## src/far_pkg.sv

```systemverilog
`timescale 1ns / 1ps
// ----------------------------------------------------------------------------
// far_pkg: shared types and constants for the fraction add and reduce block
// Holds the default operand width, the sequencer state type and the control
// word handed to the serial divider.
// ----------------------------------------------------------------------------
package far_pkg;

   localparam int OPERAND_WIDTH_DEF = 16;

   typedef enum logic [2:0] {
      ST_IDLE,
      ST_MUL,
      ST_SIGN,
      ST_SUM,
      ST_ABS,
      ST_GCD,
      ST_SCALE,
      ST_DIV_FIN
   } state_type;

   typedef struct packed {
      logic load;
      logic step;
   } div_ctl_type;

endpackage

```

## src/far_div.sv

```systemverilog
`timescale 1ns / 1ps
// ----------------------------------------------------------------------------
// far_div: bit-serial restoring divider
// Loads a dividend, then produces one quotient bit per step, most significant
// first. After WIDTH steps the quotient register holds dividend / divisor.
// ----------------------------------------------------------------------------
module far_div #(
   parameter int WIDTH = 2 * far_pkg::OPERAND_WIDTH_DEF
) (
   input  logic                 clock,
   input  far_pkg::div_ctl_type ctl,
   input  logic [WIDTH-1:0]     dividend,
   input  logic [WIDTH-1:0]     divisor,
   output logic [WIDTH-1:0]     quotient
);

   logic [WIDTH-1:0] rem_ff;
   logic [WIDTH-1:0] rem_in;
   logic [WIDTH-1:0] quo_ff;
   logic [WIDTH-1:0] quo_in;
   logic [WIDTH:0]   shifted;
   logic [WIDTH:0]   diff;

   always_comb begin
      shifted = {rem_ff, quo_ff[WIDTH-1]};
      diff    = shifted - {1'b0, divisor};
      rem_in  = rem_ff;
      quo_in  = quo_ff;
      if (ctl.load) begin
         rem_in = '0;
         quo_in = dividend;
      end else if (ctl.step) begin
         // keep the trial difference only when it did not borrow
         rem_in = diff[WIDTH] ? shifted[WIDTH-1:0] : diff[WIDTH-1:0];
         quo_in = {quo_ff[WIDTH-2:0], ~diff[WIDTH]};
      end
   end

   always_ff @(posedge clock) begin
      rem_ff <= rem_in;
      quo_ff <= quo_in;
   end

   assign quotient = quo_ff;

endmodule

```

## src/fraction_add_reduce.sv

```systemverilog
`timescale 1ns / 1ps
// ----------------------------------------------------------------------------
// fraction_add_reduce: adds two signed fractions and reduces the sum
// Forms n = a1*b2 + b1*a2 and d = b1*b2, divides both by gcd(|n|,|d|) and
// returns them with their signs as computed; d = 0 gives a flag and 0/0.
// ----------------------------------------------------------------------------
// One word is handled at a time. A word goes through shift-add
// multiplication (three serial multipliers side by side), sign, add and
// magnitude steps, binary GCD steps, one step per common factor of two to
// rebuild the divisor, division in two parallel restoring dividers and a
// hand-off to the output register. A zero numerator or zero denominator
// skips the GCD and division. The input side opens again as soon as the
// result sits in the output register.
// ----------------------------------------------------------------------------
module fraction_add_reduce #(
   parameter int OPERAND_WIDTH = far_pkg::OPERAND_WIDTH_DEF
) (
   input  logic                              clock,
   input  logic                              reset,
   input  logic                              req_valid,
   output logic                              req_ready,
   input  logic signed [OPERAND_WIDTH-1:0]   req_first_numerator,
   input  logic signed [OPERAND_WIDTH-1:0]   req_first_denominator,
   input  logic signed [OPERAND_WIDTH-1:0]   req_second_numerator,
   input  logic signed [OPERAND_WIDTH-1:0]   req_second_denominator,
   output logic                              rsp_valid,
   input  logic                              rsp_ready,
   output logic signed [2*OPERAND_WIDTH:0]   rsp_sum_numerator,
   output logic signed [2*OPERAND_WIDTH-1:0] rsp_sum_denominator,
   output logic                              rsp_zero_denominator
);

   localparam int W  = OPERAND_WIDTH;
   localparam int PW = 2 * OPERAND_WIDTH;
   localparam int NW = PW + 1;
   localparam int CW = $clog2(PW + 1);

   far_pkg::state_type   state_ff;
   far_pkg::state_type   state_in;
   far_pkg::div_ctl_type div_ctl;
   logic                 accept;
   logic                 fin_load;
   logic                 mul_last;
   logic                 div_last;
   logic                 gcd_done;

   logic [CW-1:0] cnt_ff;
   logic [CW-1:0] k_ff;
   logic [W-1:0]  mca_ff;
   logic [W-1:0]  mcb_ff;
   logic [PW-1:0] p1_ff;
   logic [PW-1:0] p2_ff;
   logic [PW-1:0] p3_ff;
   logic          neg1_ff;
   logic          neg2_ff;
   logic          dneg_ff;
   logic          dzero_ff;
   logic          nzero_ff;
   logic [NW-1:0] t1_ff;
   logic [NW-1:0] t2_ff;
   logic [NW-1:0] n_ff;
   logic [PW-1:0] magn_ff;
   logic [PW-1:0] x_ff;
   logic [PW-1:0] y_ff;
   logic          rsp_valid_ff;
   logic [NW-1:0] rsp_num_ff;
   logic [PW-1:0] rsp_den_ff;
   logic          rsp_zero_ff;

   logic [W-1:0]  abs_a1;
   logic [W-1:0]  abs_b1;
   logic [W-1:0]  abs_a2;
   logic [W-1:0]  abs_b2;
   logic [W:0]    sum1;
   logic [W:0]    sum2;
   logic [W:0]    sum3;
   logic [NW-1:0] n_abs;
   logic [PW:0]   diff_xy;
   logic [PW:0]   diff_yx;
   logic [PW-1:0] q_n;
   logic [PW-1:0] q_d;
   logic [NW-1:0] num_out;
   logic [PW-1:0] den_out;

   // ---------------------------------------------------------------- control
   always_comb begin
      accept   = (state_ff == far_pkg::ST_IDLE) && req_valid;
      mul_last = (cnt_ff == CW'(W - 1));
      div_last = (cnt_ff == CW'(PW));
      gcd_done = (x_ff == y_ff);
   end

   always_comb begin
      state_in = state_ff;
      case (state_ff)
         far_pkg::ST_IDLE: begin
            if (req_valid) state_in = far_pkg::ST_MUL;
         end
         far_pkg::ST_MUL: begin
            if (mul_last) state_in = far_pkg::ST_SIGN;
         end
         far_pkg::ST_SIGN: state_in = far_pkg::ST_SUM;
         far_pkg::ST_SUM:  state_in = far_pkg::ST_ABS;
         far_pkg::ST_ABS: begin
            if (dzero_ff || (n_ff == '0)) state_in = far_pkg::ST_DIV_FIN;
            else state_in = far_pkg::ST_GCD;
         end
         far_pkg::ST_GCD: begin
            if (gcd_done) state_in = far_pkg::ST_SCALE;
         end
         far_pkg::ST_SCALE: begin
            if (k_ff == '0) state_in = far_pkg::ST_DIV_FIN;
         end
         far_pkg::ST_DIV_FIN: begin
            if (fin_load) state_in = far_pkg::ST_IDLE;
         end
         default: state_in = far_pkg::ST_IDLE;
      endcase
   end

   // the divide phase and the final hand-off share one state: the counter
   // runs the divider until its last step, then the word waits for the output
   always_comb begin
      req_ready    = (state_ff == far_pkg::ST_IDLE);
      div_ctl.load = (state_ff == far_pkg::ST_SCALE) && (k_ff == '0);
      div_ctl.step = (state_ff == far_pkg::ST_DIV_FIN) && !div_last && !nzero_ff
                     && !dzero_ff;
      fin_load     = (state_ff == far_pkg::ST_DIV_FIN)
                     && (div_last || nzero_ff || dzero_ff)
                     && (!rsp_valid_ff || rsp_ready);
   end

   always_ff @(posedge clock) begin
      if (reset) begin
         state_ff     <= far_pkg::ST_IDLE;
         rsp_valid_ff <= 1'b0;
      end else begin
         state_ff <= state_in;
         if (fin_load) rsp_valid_ff <= 1'b1;
         else if (rsp_ready) rsp_valid_ff <= 1'b0;
      end
   end

   // --------------------------------------------------------------- datapath
   always_comb begin
      abs_a1 = req_first_numerator[W-1]    ? W'(-req_first_numerator)
                                           : req_first_numerator;
      abs_b1 = req_first_denominator[W-1]  ? W'(-req_first_denominator)
                                           : req_first_denominator;
      abs_a2 = req_second_numerator[W-1]   ? W'(-req_second_numerator)
                                           : req_second_numerator;
      abs_b2 = req_second_denominator[W-1] ? W'(-req_second_denominator)
                                           : req_second_denominator;
      sum1 = {1'b0, p1_ff[PW-1:W]} + (p1_ff[0] ? {1'b0, mca_ff} : '0);
      sum2 = {1'b0, p2_ff[PW-1:W]} + (p2_ff[0] ? {1'b0, mcb_ff} : '0);
      sum3 = {1'b0, p3_ff[PW-1:W]} + (p3_ff[0] ? {1'b0, mcb_ff} : '0);
      n_abs   = n_ff[NW-1] ? (NW'(0) - n_ff) : n_ff;
      diff_xy = {1'b0, x_ff} - {1'b0, y_ff};
      diff_yx = {1'b0, y_ff} - {1'b0, x_ff};
   end

   always_ff @(posedge clock) begin
      case (state_ff)
         far_pkg::ST_IDLE: begin
            cnt_ff <= '0;
            if (accept) begin
               mca_ff  <= abs_a1;
               mcb_ff  <= abs_b1;
               p1_ff   <= {{W{1'b0}}, abs_b2};
               p2_ff   <= {{W{1'b0}}, abs_a2};
               p3_ff   <= {{W{1'b0}}, abs_b2};
               neg1_ff <= req_first_numerator[W-1] ^ req_second_denominator[W-1];
               neg2_ff <= req_first_denominator[W-1] ^ req_second_numerator[W-1];
               dneg_ff <= req_first_denominator[W-1] ^ req_second_denominator[W-1];
            end
         end
         far_pkg::ST_MUL: begin
            // shift-add: one multiplier bit per cycle, low bits retire right
            p1_ff  <= {sum1, p1_ff[W-1:1]};
            p2_ff  <= {sum2, p2_ff[W-1:1]};
            p3_ff  <= {sum3, p3_ff[W-1:1]};
            cnt_ff <= cnt_ff + 1'b1;
         end
         far_pkg::ST_SIGN: begin
            cnt_ff   <= '0;
            t1_ff    <= neg1_ff ? (NW'(0) - {1'b0, p1_ff}) : {1'b0, p1_ff};
            t2_ff    <= neg2_ff ? (NW'(0) - {1'b0, p2_ff}) : {1'b0, p2_ff};
            dzero_ff <= (p3_ff == '0);
         end
         far_pkg::ST_SUM: begin
            cnt_ff <= '0;
            n_ff   <= t1_ff + t2_ff;
         end
         far_pkg::ST_ABS: begin
            cnt_ff   <= '0;
            magn_ff  <= n_abs[PW-1:0];
            x_ff     <= n_abs[PW-1:0];
            y_ff     <= p3_ff;
            k_ff     <= '0;
            nzero_ff <= (n_ff == '0);
         end
         far_pkg::ST_GCD: begin
            cnt_ff <= '0;
            if (!gcd_done) begin
               if (!x_ff[0] && !y_ff[0]) begin
                  x_ff <= x_ff >> 1;
                  y_ff <= y_ff >> 1;
                  k_ff <= k_ff + 1'b1;
               end else if (!x_ff[0]) begin
                  x_ff <= x_ff >> 1;
               end else if (!y_ff[0]) begin
                  y_ff <= y_ff >> 1;
               end else if (!diff_xy[PW]) begin
                  x_ff <= diff_xy[PW-1:0];
               end else begin
                  y_ff <= diff_yx[PW-1:0];
               end
            end
         end
         far_pkg::ST_SCALE: begin
            cnt_ff <= '0;
            // restore the common factors of two into the divisor
            if (k_ff != '0) begin
               x_ff <= x_ff << 1;
               k_ff <= k_ff - 1'b1;
            end
         end
         far_pkg::ST_DIV_FIN: begin
            if (div_ctl.step) cnt_ff <= cnt_ff + 1'b1;
            else cnt_ff <= cnt_ff;
         end
         default: begin
            cnt_ff <= '0;
         end
      endcase
   end

   far_div #(
      .WIDTH (PW)
   ) u_div_num (
      .clock    (clock),
      .ctl      (div_ctl),
      .dividend (magn_ff),
      .divisor  (x_ff),
      .quotient (q_n)
   );

   far_div #(
      .WIDTH (PW)
   ) u_div_den (
      .clock    (clock),
      .ctl      (div_ctl),
      .dividend (p3_ff),
      .divisor  (x_ff),
      .quotient (q_d)
   );

   always_comb begin
      if (dzero_ff) begin
         num_out = '0;
         den_out = '0;
      end else if (nzero_ff) begin
         num_out = '0;
         den_out = dneg_ff ? '1 : PW'(1);
      end else begin
         num_out = n_ff[NW-1] ? (NW'(0) - {1'b0, q_n}) : {1'b0, q_n};
         den_out = dneg_ff ? (PW'(0) - q_d) : q_d;
      end
   end

   // hold the result until taken
   always_ff @(posedge clock) begin
      if (fin_load) begin
         rsp_num_ff  <= num_out;
         rsp_den_ff  <= den_out;
         rsp_zero_ff <= dzero_ff;
      end
   end

   assign rsp_valid            = rsp_valid_ff;
   assign rsp_sum_numerator    = rsp_num_ff;
   assign rsp_sum_denominator  = rsp_den_ff;
   assign rsp_zero_denominator = rsp_zero_ff;

endmodule

```

## config.mk

```make
export PLATFORM = sky130hd
export DESIGN_NAME = fraction_add_reduce
export DESIGN_NICKNAME = d
export VERILOG_FILES = /design/src/far_pkg.sv /design/src/far_div.sv /design/src/fraction_add_reduce.sv
export SDC_FILE = /design/constraint.sdc
export NUM_CORES = 1
export LEC_CHECK = 0
export BUFFER_PORTS_ARGS = -buffer_cell sky130_fd_sc_hd__buf_2
export CORE_MARGIN = 3
export CORE_UTILIZATION = 25
export DETAILED_ROUTE_END_ITERATION = 10
export PLACE_DENSITY = 0.36
export SYNTH_ARGS = -nofsm -noshare
export SYNTH_HDL_FRONTEND = slang
export SYNTH_SLANG_ARGS = --single-unit
```

## constraint.sdc

```tcl
create_clock -name clock -period 6.8 [get_ports clock]
set_input_delay 0.34 -clock clock [delete_from_list [all_inputs] [get_ports clock]]
set_output_delay 0.34 -clock clock [all_outputs]
set_load 0.05 [all_outputs]
```

Word-level counts from Yosys, hierarchy flattened

Index checks and enable logic that the tools add are counted.

Register bits: 538
Bits in latches: 0
Bits in writable memories: 0
Bits in read-only memories: 0
Input bits: 68
Output and inout port bits: 68
Logic and storage cells: 176
Memories: 0

Add/sub/neg operators: 20
Multiply operators: 0
Div/mod/pow operators: 0
Magnitude comparators: 0
Equal/unequal tests: 24
Shift operators: 0
Multiplexer cells: 53
Bitwise operators: 6
Reductions and logical operators: 39

Operator list:

| cell                  | count |
|---|---|
| $mux 32               | 26 |
| $pmux 32 s2           | 4 |
| $sub 1x32->33 const A | 3 |
| $pmux 32 s3           | 1 |
| $mux 16               | 5 |
| $sub 33x32->33        | 2 |
| $neg 16->16           | 4 |
| $sub 1x32->32 const A | 2 |
| $add 16x16->17        | 3 |
| $pmux 6 s3            | 2 |
| $add 33x33->33        | 1 |
| $logic_not 33->1      | 1 |
| $sub 32x32->33        | 1 |
| $eq 32x32->1          | 1 |
| $logic_not 32->1      | 1 |
| $sub 32x32->32        | 1 |
| $mux 15               | 2 |
| $mux 6                | 4 |
| $pmux 3 s8            | 1 |
| $ne 2x2->1 const B    | 8 |
| $mux 3                | 5 |
| $add 6x1->6 const B   | 2 |
| $eq 3x3->1 const B    | 4 |
| $ne 4x4->1 const B    | 3 |
| other kinds (26)      | 55 |

Logic depth before layout (Yosys ltp)

Word-level depth: 7
Depth in mapped cells: 14
Depth with buffers taken out: 13

Modules after synthesis

From an unflattened synthesis, not the netlist that was laid out.

Cell total of the unflattened synthesis: 3,824
Area total of the unflattened synthesis: 36,855.3 um^2

Modules (own cells, without submodules):

| module               | times used | cells each | area an instance (um^2) | sequential area each (um^2) |
|---|---|---|---|---|
| fraction_add_reduce  | 1          | 2,798      | 27,433.8                | 12,271.8 |
| far_div at u_div_den | 1          | 519        | 4,767.1                 | 1,601.5 |
| far_div at u_div_num | 1          | 507        | 4,654.5                 | 1,601.5 |

Worst setup path after synthesis

No wires, ideal clock.

Path type: reg2reg
From: register state_ff[1]
To: register dzero_ff (enable)
Library setup time: 0.575 ns
Arrival time: 5.312 ns
Data required time: 6.225 ns
Path slack: 0.913 ns
Stages on the path, launching flop included: 4
Path buffers: 1
Clock period less this slack: 5.887 ns
Cell sequence: dfxtp_1 clkbuf_1 inv_1 nor3_1

Cells in the longest elaborated chain, start to end: 1

Ends and longest elaborated chain:

| element                | RTL line                   | text |
|---|---|---|
| start, declared        | fraction_add_reduce.sv:38  | `far_pkg::state_type state_ff;` |
| start signal, assigned | fraction_add_reduce.sv:135 | `state_ff <= far_pkg::ST_IDLE;` |
| start signal, assigned | fraction_add_reduce.sv:138 | `state_ff <= state_in;` |
| $eq 3x2->1             | fraction_add_reduce.sv:163 | `case (state_ff)` |
| end signal, assigned   | fraction_add_reduce.sv:188 | `dzero_ff <= (p3_ff == '0);` |
| end, declared          | fraction_add_reduce.sv:57  | `logic dzero_ff;` |

No other way between the ends.
A chain may end at the register's enable or synchronous reset.

Final worst setup path

From: register x_ff[0]
To: register u_div_den.rem_ff[0]

Cells in the longest elaborated chain, start to end: 2

Ends and longest elaborated chain:

| element                | RTL line                   | text |
|---|---|---|
| start, declared        | fraction_add_reduce.sv:63  | `logic [PW-1:0] x_ff;` |
| start signal, assigned | fraction_add_reduce.sv:197 | `x_ff <= n_abs[PW-1:0];` |
| start signal, assigned | fraction_add_reduce.sv:206 | `x_ff <= x_ff >> 1;` |
| start signal, assigned | fraction_add_reduce.sv:210 | `x_ff <= x_ff >> 1;` |
| $sub 33x32->33         | far_div.sv:26              | `diff = shifted - {1'b0, divisor};` |
| $mux 32                | far_div.sv:34              | `rem_in = diff[WIDTH] ? shifted[WIDTH-1:0] : diff[WIDTH-1:0];` |
| end signal, assigned   | far_div.sv:40              | `rem_ff <= rem_in;` |
| end, declared          | far_div.sv:17              | `logic [WIDTH-1:0] rem_ff;` |

No other way between the ends.

==> results_dict.tcl <==
set metrics [dict create \
    hold_ws_ns 0.0645 \
    syn_nets 3995 \
    drt-met1-wl_um 58600 \
    finalHoldViolations 0 \
    drc 0 \
    irDropWorstVdd_mv 0.157 \
    syn_to_final_growth_pct 14.9 \
    clkTransAtPathRegs_ns 0.06 \
    ff_latch_area_um2 15500 \
    fin_nets 4101 \
    drtAntennaViolNets 0 \
    grt_pass1_vias 27200 \
    dp_hpwl_um 90700 \
    die_h_um 386 \
    dpl_cell_area_um2 38700 \
    tns_ns 0 \
    die_w_um 386 \
    path_max_fanout 21 \
    placementRows 138 \
    drive_gt1_share_pct 10.1 \
    final_common_cell "edfxtp_1" \
    core_area_um2 142000 \
    total_power_mw 11.1 \
    yosys_warnings 0 \
    ys_ff_latch 538 \
    cts-root-buf "clkbuf_16" \
    vias 27800 \
    hold_path_class "in2reg" \
    cts_buffers 71 \
    start_util_pct 25.3 \
    clock-skew-final_ns 0.0328 \
    synth_ff_type "edfxtp_1" \
    tritoncts "built" \
    async_flop_share_pct 0 \
    die-area_um2 149000 \
    first_pass_iters 9 \
    min_delay_path_depth 2 \
    endpoint_kind "register" \
    synthCells 3694 \
    synth_edf_count 470 \
    totalWireLength_um 117000 \
    route.met2.wl_um 51900 \
    fillers 15100 \
    rr_worst_depth 12 \
    outcome "completed" \
    syn_area_per_cell_um2 9.75 \
    final_cells 5747 \
    wl_per_cell_um 20.4 \
    numPortBuffers 135 \
    startpoint_type "register" \
    dpl_worst_slack_ns 2.49 \
    grt_max_degree 68 \
    max_cap_violations 0 \
    final_cell_area_um2 41400 \
    synth_cell_type_count 81 \
    relSlewSlack_pct 18.7 \
    place.gp.congestion 0.826 \
    post-route-util_pct 29.1 \
    highest_layer "met4" \
    critical_path_class "reg2reg" \
    antenna_found_initial 1 \
    grt_overflow 0 \
    min_period_ns 4.28 \
    final_cell_mix "edfxtp_1 (470), o21ai_0 (333), nand2_1 (302)" \
    leakagePower_nw 15.4 \
    setup_ws_ns 2.52 \
    syn_area_um2 36000 \
    fmax_mhz 234 \
    dp_cells 5589 \
    clock_latency_ns 0.66 \
    grt_first_pass_wirelength_um 176000 \
    drtIter0Drc 1911 \
    powerDensity_nw_per_um2 268 \
    wl_met3_um 3550 \
    cp_data_arrival_time_ns 4.86 \
    io_pins 136 \
    min_period_over_period_pct 63.0 \
    yosysSeqAreaShare_pct 43.0 \
    clockBufferDepth 3 \
    htree_levels 3 \
    multi_input_area_um2 19300 \
    cts_sinks 538 \
    worstMarginPinSlew_ns 1.21 \
    drv_slew 0 \
    rsz0062_at_grt "no" \
    viasPerCell 4.83 \
    finalSetupViolations 0 \
    crit_required_ns 7.37 \
    track_usage_pct 15.5 \
]
==> synthesized netlist by cell type (68+ instances only) <==
cell | instances | area share (%)
clkbuf_1 | 146 | 1.5
nor2_1 | 281 | 2.9
inv_1 | 166 | 1.7
a21oi_1 | 238 | 3.3
xnor2_1 | 222 | 5.4
xor2_1 | 120 | 2.9
nor3_1 | 75 | 1.0
ha_1 | 224 | 7.8
a21o_1 | 108 | 2.3
dfxtp_1 | 68 | 3.8
edfxtp_1 | 470 | 39
nand2_1 | 305 | 3.2
o21ai_0 | 335 | 4.7
==> timing repair <==
item                                   CTS  global route
resized for setup                        0             0
endpoints found under the hold margin   32             0
setup buffers                            0             0
hold buffers                            28             0
==> state kept, by name, indices dropped and copies added (netlist names), 3 cells and up <==
| name | flops |
|---|---|
| mcb_ff | 16 |
| u_div_num.quotient | 32 |
| u_div_den.rem_ff | 32 |
| x_ff | 32 |
| t2_ff | 33 |
| n_ff | 33 |
| t1_ff | 33 |
| k_ff | 6 |
| y_ff | 32 |
| cnt_ff | 6 |
| rsp_sum_denominator | 32 |
| state_ff | 3 |
| p3_ff | 32 |
| magn_ff | 32 |
| u_div_den.quotient | 32 |
| p2_ff | 32 |
| mca_ff | 16 |
| u_div_num.rem_ff | 32 |
| rsp_sum_numerator | 33 |
| p1_ff | 32 |
==> worst max-delay path, stage by stage, from the launching register on <==
cell and delay [ns]:
edfxtp_1 0.51, ha_1 0.26, fa_1 0.40, nand2b_1 0.20
a21o_1 0.19, a21oi_1 0.31, o211ai_1 0.27, a2111oi_0 0.77
nor2_1 0.11, o211ai_1 0.28, buf_4 0.39, mux2_2 0.38
o21ai_0 0.12
==> report_power, final <==
| group | internal [mW] | leakage [nW] | switching (mW) |
|---|---|---|---|
| registers | 4.18 | 4.93 | 0.509 |
| logic | 1.00 | 9.37 | 1.51 |
| clock network | 2.30 | 1.14 | 1.58 |
| total | 7.48 | 15.4 | 3.60 |
==> final timing paths <==
kind / startpoint / end / slack (ns)
setup reg to reg: x_ff[0] / u_div_den.rem_ff[0] / 2.52
hold reg to reg: u_div_num.rem_ff[13] / u_div_num.rem_ff[13] / 0.49
setup / recovery: x_ff[0] / u_div_den.rem_ff[0] / 2.52
hold / removal: req_first_denominator[14] / mcb_ff[14] / 0.06
==> area by class of cell <==
type                            instances  area share [%]
Clock buffer                           88            4.57
Multi-Input combinational cell       2824            46.7
Inverter                              167            1.51
Clock inverter                         40            1.17
Sequential cell                       538            37.4
Tap cell                             1890            5.71
Timing Repair Buffer                  198            2.94
Antenna cell                            2          0.0121
==> metal layers <==
layer	global-route usage, %	vias to the layer above
met4	4.23	0
met5	0	-
met3	1.97	120
met2	24.2	470
li1	-	13900
met1	22.5	13300
==> logic make-up after synthesis <==
group | Yosys count | share of synthesized area, %
AOI/OAI and AO/OA | 1071 | 19.0
and+or+nand+nor | 1058 | 14.2
DFF | 538 | 43.0
xor gates and xnor gates | 342 | 8.32
buffers and inverters | 332 | 3.69
adders and majority gates | 233 | 8.28
muxes | 120 | 3.56
Note: power is estimated with default switching activity, not from simulation.
